<file path="config.mk">
export PLATFORM = sky130hd
export DESIGN_NAME = stochastic_lif_neuron_core
export DESIGN_NICKNAME = d
export VERILOG_FILES = /design/src/rtl/slif_pkg.sv /design/src/rtl/stochastic_lif_neuron_core.sv
export SDC_FILE = /design/constraint.sdc
export NUM_CORES = 2
export LEC_CHECK = 0
export BUFFER_PORTS_ARGS = -buffer_cell sky130_fd_sc_hd__buf_2
export CAP_MARGIN = 0
export CORE_ASPECT_RATIO = 1.1
export CORE_MARGIN = 4
export CORE_UTILIZATION = 43
export CTS_CLUSTER_SIZE = 24
export DETAILED_ROUTE_END_ITERATION = 10
export PLACE_DENSITY_LB_ADDON = 0.2
export SLEW_MARGIN = 20
export SYNTH_ARGS = -nofsm -noshare
export SYNTH_HDL_FRONTEND = slang
export SYNTH_SLANG_ARGS = --single-unit
</file>
<file path="constraint.sdc">
create_clock -name clk -period 20.6 [get_ports clk]
set_input_delay 2.06 -clock clk [delete_from_list [all_inputs] [get_ports clk]]
set_output_delay 2.06 -clock clk [all_outputs]
set_load 0.05 [all_outputs]
</file>
<file path="src/rtl/slif_pkg.sv">
// Shared types and constants for the stochastic LIF neuron core.
package slif_pkg;

  // Request kinds carried in s_tuser
  localparam logic [1:0] REQ_TICK  = 2'd0;
  localparam logic [1:0] REQ_ADD   = 2'd1;
  localparam logic [1:0] REQ_CLAMP = 2'd2;
  localparam logic [1:0] REQ_RESET = 2'd3;

  typedef enum logic [1:0] {
    CLAMP_NONE = 2'd0,
    CLAMP_POS  = 2'd1,
    CLAMP_NEG  = 2'd2
  } clamp_mode_t;

  // Register word indexes (byte address = 4 * index)
  localparam logic [2:0] REG_THRESHOLD   = 3'd0;
  localparam logic [2:0] REG_RESET_LEVEL = 3'd1;
  localparam logic [2:0] REG_BIAS        = 3'd2;
  localparam logic [2:0] REG_LEAK        = 3'd3;
  localparam logic [2:0] REG_SPIKE_PROB  = 3'd4;

  // Q1.16 one
  localparam logic [16:0] Q_ONE = 17'h10000;

  localparam logic signed [31:0] S32_MAX = 32'sh7fffffff;
  localparam logic signed [31:0] S32_MIN = 32'sh80000000;

  localparam logic signed [31:0] THRESHOLD_RST = 32'sd65536;

endpackage

</file>
<file path="src/rtl/stochastic_lif_neuron_core.sv">
// Top level of the stochastic leaky integrate-and-fire neuron core.
//
// One Q16.16 neuron driven by a word stream. s_tuser carries the request kind
// (tick, add synaptic current, set clamp, model reset); s_tdata carries the
// value and the random sample used by a tick. Every input word yields exactly
// one output word on the m_ side: the spike flag and the membrane after the
// update. Registers (threshold, reset level, bias, leak, spike probability)
// sit on the APB port at byte addresses 0x00..0x10; write them only while the
// core is idle.
// A word accepted on s_ goes through the input register, then the update into
// the result register, which raises m_tvalid. Throughput: one word per cycle
// while the receiver takes results; the membrane, synaptic sum and clamp state
// close their loop through the saturating add, threshold compare and the 32x17
// decay multiply, with no register inside the loop.
// Reset (rst, synchronous) clears membrane, synaptic sum and clamp, loads the
// register reset values and empties both stages. When the receiver stalls,
// the result register holds its word; an empty input register still takes
// one word, and s_tready is low while the input register is full and stalled.
module stochastic_lif_neuron_core
  import slif_pkg::*;
(
  input  logic        clk,
  input  logic        rst,
  // input stream
  input  logic        s_tvalid,
  output logic        s_tready,
  input  logic [47:0] s_tdata,   // [31:0] value, [47:32] random_sample
  input  logic [1:0]  s_tuser,   // [1:0] req_type
  // result stream
  output logic        m_tvalid,
  input  logic        m_tready,
  output logic [39:0] m_tdata,   // [0] spike, [32:1] membrane, [39:33] zero
  // configuration
  input  logic        psel,
  input  logic        penable,
  input  logic        pwrite,
  input  logic [4:0]  paddr,
  input  logic [31:0] pwdata,
  output logic [31:0] prdata,
  output logic        pready
);

  // ---------------------------------------------------------------------------
  // Configuration registers
  // ---------------------------------------------------------------------------
  logic signed [31:0] threshold;
  logic signed [31:0] reset_level;
  logic signed [31:0] bias;
  logic [16:0]        leak_fraction;
  logic [16:0]        spike_probability;

  logic       cfg_write;
  logic [2:0] cfg_index;

  assign pready    = 1'b1;
  assign cfg_index = paddr[4:2];
  assign cfg_write = psel && penable && pwrite && pready;

  always_ff @(posedge clk) begin
    if (rst) begin
      threshold         <= THRESHOLD_RST;
      reset_level       <= '0;
      bias              <= '0;
      leak_fraction     <= '0;
      spike_probability <= Q_ONE;
    end else if (cfg_write) begin
      unique case (cfg_index)
        REG_THRESHOLD:   threshold         <= pwdata;
        REG_RESET_LEVEL: reset_level       <= pwdata;
        REG_BIAS:        bias              <= pwdata;
        REG_LEAK:        leak_fraction     <= pwdata[16:0];
        REG_SPIKE_PROB:  spike_probability <= pwdata[16:0];
        default: ;
      endcase
    end
  end

  always_comb begin
    unique case (cfg_index)
      REG_THRESHOLD:   prdata = threshold;
      REG_RESET_LEVEL: prdata = reset_level;
      REG_BIAS:        prdata = bias;
      REG_LEAK:        prdata = {15'd0, leak_fraction};
      REG_SPIKE_PROB:  prdata = {15'd0, spike_probability};
      default:         prdata = '0;
    endcase
  end

  // ---------------------------------------------------------------------------
  // Input register
  // ---------------------------------------------------------------------------
  logic               p_valid;
  logic [1:0]         p_req;
  logic signed [31:0] p_value;
  logic [15:0]        p_sample;

  logic out_free;
  logic load;

  assign out_free = !m_tvalid || m_tready;
  assign load     = p_valid && out_free;
  assign s_tready = !p_valid || out_free;

  always_ff @(posedge clk) begin
    if (rst) begin
      p_valid <= 1'b0;
    end else if (s_tready) begin
      p_valid <= s_tvalid;
    end
  end

  always_ff @(posedge clk) begin
    if (s_tready && s_tvalid) begin
      p_req    <= s_tuser;
      p_value  <= s_tdata[31:0];
      p_sample <= s_tdata[47:32];
    end
  end

  // ---------------------------------------------------------------------------
  // Neuron state and update
  // ---------------------------------------------------------------------------
  logic signed [31:0] membrane_level, membrane_level_next;
  logic signed [31:0] syn_sum, syn_sum_next;
  clamp_mode_t        clamp_mode, clamp_mode_next;
  logic               spike_next;

  // membrane + bias + current, saturated
  logic signed [33:0] tick_wide;
  logic signed [31:0] tick_sat;
  assign tick_wide = {{2{membrane_level[31]}}, membrane_level}
                   + {{2{bias[31]}}, bias}
                   + {{2{syn_sum[31]}}, syn_sum};
  always_comb begin
    if (tick_wide[33:31] == 3'b000 || tick_wide[33:31] == 3'b111) begin
      tick_sat = tick_wide[31:0];
    end else if (tick_wide[33]) begin
      tick_sat = S32_MIN;
    end else begin
      tick_sat = S32_MAX;
    end
  end

  // synaptic accumulate, saturated
  logic signed [32:0] add_wide;
  logic signed [31:0] add_sat;
  assign add_wide = {syn_sum[31], syn_sum} + {p_value[31], p_value};
  always_comb begin
    if (add_wide[32] == add_wide[31]) begin
      add_sat = add_wide[31:0];
    end else if (add_wide[32]) begin
      add_sat = S32_MIN;
    end else begin
      add_sat = S32_MAX;
    end
  end

  // decay: tick_sat * (1 - leak), truncated toward zero; magnitude never grows
  logic [16:0]        leak_sat;
  logic [16:0]        keep;
  logic signed [49:0] prod;
  logic signed [49:0] prod_adj;
  logic signed [31:0] decayed;
  assign leak_sat = (leak_fraction > Q_ONE) ? Q_ONE : leak_fraction;
  assign keep     = Q_ONE - leak_sat;
  assign prod     = 50'(tick_sat) * 50'($signed({1'b0, keep}));
  assign prod_adj = prod + (prod[49] ? 50'sd65535 : 50'sd0);
  assign decayed  = prod_adj[47:16];

  logic fire;
  assign fire = (tick_sat > threshold) && (spike_probability >= {1'b0, p_sample});

  always_comb begin
    membrane_level_next = membrane_level;
    syn_sum_next        = syn_sum;
    clamp_mode_next     = clamp_mode;
    spike_next          = 1'b0;
    case (p_req)
      REQ_TICK: begin
        syn_sum_next = '0;
        if (clamp_mode == CLAMP_POS) begin
          membrane_level_next = reset_level;
          clamp_mode_next     = CLAMP_NONE;
          spike_next          = 1'b1;
        end else if (clamp_mode == CLAMP_NONE) begin
          if (fire) begin
            membrane_level_next = reset_level;
            spike_next          = 1'b1;
          end else begin
            membrane_level_next = decayed;
          end
        end else begin
          membrane_level_next = reset_level;
        end
      end
      REQ_ADD: begin
        syn_sum_next = add_sat;
      end
      REQ_CLAMP: begin
        if (p_value > 0) begin
          clamp_mode_next = CLAMP_POS;
        end else if (p_value < 0) begin
          clamp_mode_next = CLAMP_NEG;
        end else begin
          clamp_mode_next = CLAMP_NONE;
        end
      end
      default: begin  // model reset
        membrane_level_next = reset_level;
        syn_sum_next        = '0;
        clamp_mode_next     = CLAMP_NONE;
      end
    endcase
  end

  always_ff @(posedge clk) begin
    if (rst) begin
      membrane_level <= '0;
      syn_sum        <= '0;
      clamp_mode     <= CLAMP_NONE;
    end else if (load) begin
      membrane_level <= membrane_level_next;
      syn_sum        <= syn_sum_next;
      clamp_mode     <= clamp_mode_next;
    end
  end

  // ---------------------------------------------------------------------------
  // Result register
  // ---------------------------------------------------------------------------
  logic               out_spike;
  logic signed [31:0] out_membrane;

  always_ff @(posedge clk) begin
    if (rst) begin
      m_tvalid <= 1'b0;
    end else if (out_free) begin
      m_tvalid <= p_valid;
    end
  end

  always_ff @(posedge clk) begin
    if (load) begin
      out_spike    <= spike_next;
      out_membrane <= membrane_level_next;
    end
  end

  assign m_tdata = {7'd0, out_membrane, out_spike};

  // ---------------------------------------------------------------------------
  // Assertions
  // ---------------------------------------------------------------------------
  a_reset_clean: assert property (@(posedge clk)
    rst |=> (!m_tvalid && !p_valid && clamp_mode == CLAMP_NONE && syn_sum == '0))
    else $error("state not cleared after reset");

  a_tick_clears_current: assert property (@(posedge clk) disable iff (rst)
    (load && p_req == REQ_TICK) |=> (syn_sum == '0))
    else $error("synaptic sum not cleared by tick");

  a_nontick_no_spike: assert property (@(posedge clk) disable iff (rst)
    (load && p_req != REQ_TICK) |=> (m_tvalid && !out_spike))
    else $error("spike on a non-tick word");

  a_result_tracks_state: assert property (@(posedge clk) disable iff (rst)
    load |=> (out_membrane == membrane_level))
    else $error("result membrane differs from state");

endmodule

</file>
==> flow_summary_export.csv <==
group,metric,value,unit
run_status,status,"finished clean",
synthesis,synthAdderAreaFrac,0.3835,
synthesis,synth_flop_cell,"dfxtp_1",
clocking,cts_hold_buf,0,
clocking,clock_path_buffers,3,
timing,hold_violations,0,
setup_path,critical_path_class,"reg2reg",
worst_hold_path,min-delay-start,"reset_level[23]$_SDFFE_PP0P_",
cells_and_area,nNetsFinal,5283,
global_route,use_met3,0.02719,
timing,finalSetupTns,0,ns
clocking,clkLatencyLatePin,0.57,ns
synthesis,ys_top_cells_by_count,"inv_1, nand2_1, fa_1",
clocking,cts_setup_buffers,0,
pwr,p_leak,18.58,nW
synthesis,syn_area,36840,sq um
global_route,grt_pass1_wl,183.1,mm
timing,fmax,0.06677,GHz
global_route,met2_usage,0.4424,
drt,vias,30373,
placed_design,gp_congestion,0.9435,
floorplan,start_util,0.4338,
clocking,tritoncts,"built",
drt,wire_per_inst,21.41,um
drt,via_per_inst,5.470,
timing,rsz0062_at_grt,"no",
setup_path,rrSetupSlack,5.62,ns
timing,setup_ws,5.623,ns
drt,first_iter_violations,2203,
clocking,cts-root-buf,"clkbuf_16",
cells_and_area,drive_gt1_frac,0.07548,
synthesis,yosys.area_share.simple,0.1618,
pwr,ir_worst_vdd,0.07792,mV
setup_path,crit_slowest_cell,"a21oi_4",
cells_and_area,final_cells,5553,
setup_path,rr_startpoint,"syn_sum[1]$_SDFFE_PP0P_",
placed_design,dp.cells,5506,
drt,drc,0,
placed_design,numPortBuffers,158,
drt,drt-pass1-iter-count,6,
timing,worst_pin_slew,1.179,ns
clocking,cts_made_buffers,25,
synthesis,synth_compound_area_frac,0.1392,
synthesis,yosysTopAreaCell,"fa_1",
setup_path,critical_path.top_delay_family,"compound AO/OA/AOI/OAI gates",
placed_design,place_worst_setup_slack,5.694,ns
synthesis,yosysTopAreaCellShare,0.3016,
setup_path,cp.required,20.88,ns
timing,fin_crit_sh,0.7270,
floorplan,die_h,315.0,um
clocking,post_cts_resized,0,
synthesis,synth_area_per_cell,8.480,sq um
synthesis,synth_top_family_by_area,"adder cells",
synthesis,syn-instance-count,4344,
worst_hold_path,hold_depth,2,
floorplan,die_x,287.1,um
clocking,clock_sinks,281,
setup_path,crit_arrival,15.26,ns
synthesis,yosys_warnings,0,
clocking,clk_pin_slew,0.07,ns
floorplan,coreArea,84920,sq um
timing,hold_ws,0.4750,ns
timing,relSlewSlack,0.2143,
global_route,track_usage,0.2628,
setup_path,startpoint_type,"flop",
timing,setup_viol,0,
cells_and_area,fillers,8552,
pwr,p_per_area,61.16,nW/um^2
cells_and_area,multi_input_area,27060,sq um
drt,routed_wl,118.9,mm
clocking,htree_num_levels,1,
cells_and_area,seq_area,6456,sq um
floorplan,rows,112,
global_route,busiest_layer,"met2",
synthesis,ys_ff_latch,281,
global_route,grt_max_degree,100,
timing,fin_skew,0.02583,ns
synthesis,synthMuxAreaShare,0.01240,
synthesis,synth.area.top_cells,"fa_1, dfxtp_1, ha_1",
global_route,antenna_found_initial,1,
global_route,grtUsageMet1,0.3518,
worst_hold_path,holdCritPathClass,"reg2reg",
timing,drv_slew,0,
synthesis,async_flop_share,0,
placed_design,dp_hpwl,91.75,mm
cells_and_area,area_delta_synth_final,7.728,%
global_route,grt-ovfl-total,0,
synthesis,yosysSeqAreaShare,0.1753,
setup_path,crit_start,"syn_sum[1]$_SDFFE_PP0P_",
synthesis,ys_types,101,
setup_path,endpoint_kind,"flop",
worst_hold_path,hold_end,"reset_level[23]$_SDFFE_PP0P_",
run,drv_cap,0,
synthesis,synth_enable_flop_cells,83,
drt,ant_nets,0,
setup_path,crit_buf_inv,10,
timing,post-route-min-period,14.98,ns
setup_path,cp_slowest_stage_delay,0.84,ns
floorplan,ios,169,
floorplan,die_area,90420,sq um
synthesis,synth-xor-area-share,0.03237,
synthesis,yosys.cell_count.top_type,"inv_1",
global_route,grt_pass1_vias,31075,
setup_path,r2r-end,"out_membrane[16]$_DFFE_PP_",
setup_path,cp_max_fo,33,
setup_path,reg2reg_depth,47,
[layout by cell type, fill, tap and decap left out, types with 50 or more instances in the layout]
master	count
inv_1	705
nand2_1	694
fa_1	555
nor2_1	411
a21oi_1	284
ha_1	241
dfxtp_1	198
buf_2	157
o21ai_0	89
edfxtp_1	83
xnor2_1	78
a21o_1	56
buf_4	53
xor2_1	50
a221o_1	50
[power breakdown]
part	switching [mW]	internal, mW	total [mW]
Clock	0.220	0.269	0.489
Combinational	0.892	0.440	1.33
Sequential	0.0147	0.592	0.606
Total	1.13	1.30	2.43
[flip-flops by register name, indices dropped and copies added, names as in the netlist, 2 cells and up]
name               cells
reset_level           32
threshold             32
p_sample              16
bias                  32
out_membrane          32
syn_sum               32
clamp_mode             2
membrane_level        32
p_value               32
leak_fraction         17
spike_probability     17
p_req                  2
[through the flow]
stage	power [mW]	instance area [sq um]	util
2_1_floorplan	1.518	36860	-
3_3_place_gp	1.916	38840	0.4574
3_5_place_dp	1.921	38840	0.4574
4_1_cts	2.426	39670	0.4672
5_1_grt	2.595	39680	0.4672
6_report	2.427	39680	0.4673
[worst max-delay path by stage]
stage / to / depth (start not counted) / slack, ns
6_report: out_membrane[16]$_DFFE_PP_ / 47 / 5.62
5_1_grt: out_membrane[16]$_DFFE_PP_ / 48 / 4.97
4_1_cts: out_membrane[16]$_DFFE_PP_ / 47 / 5.60
3_5_place_dp: out_membrane[16]$_DFFE_PP_ / 47 / 5.69
3_3_place_gp: out_membrane[16]$_DFFE_PP_ / 47 / 5.78
2_1_floorplan: out_membrane[16]$_DFFE_PP_ / 51 / 9.05
[worst reg2reg max path: cells and delay by family (launching register included)]
family                   cells  cell delay [ns]
buffers and inverters       10             1.69
XOR/XNOR                     2             0.59
adder cells (fa/ha/maj)     11             4.91
flip-flops                   1             0.41
AO/OA/AOI/OAI               16             5.58
AND/OR/NAND/NOR              8             1.52
[cell families (layout without fill, tap and decap cells)]
kind of cell / count (synthesis) / in the layout
other cells: 2 / 9
simple gates: 1394 / 1394
flops: 281 / 281
buf+inv: 919 / 981
xor+xnor: 134 / 134
compound gates: 774 / 774
fa+ha+maj: 796 / 796
mux: 44 / 44
[final cells by class]
cell class              count  area share
diodes                      1  0.00006306
clock buffers              28     0.01659
clock inverters            18    0.004320
inverters                 725     0.06864
multi-input cells        3150      0.6819
flip-flops and latches    281      0.1627
well taps                1140     0.03595
repair buffers            210     0.02983
[layer usage]
metal  routed length (um)  share of wire
met5                    0              0
met4                 4952          0.042
met3                 7323          0.062
met2                56380           0.47
met1                50210           0.42
No activity file was read; power rests on OpenSTA's default activity.
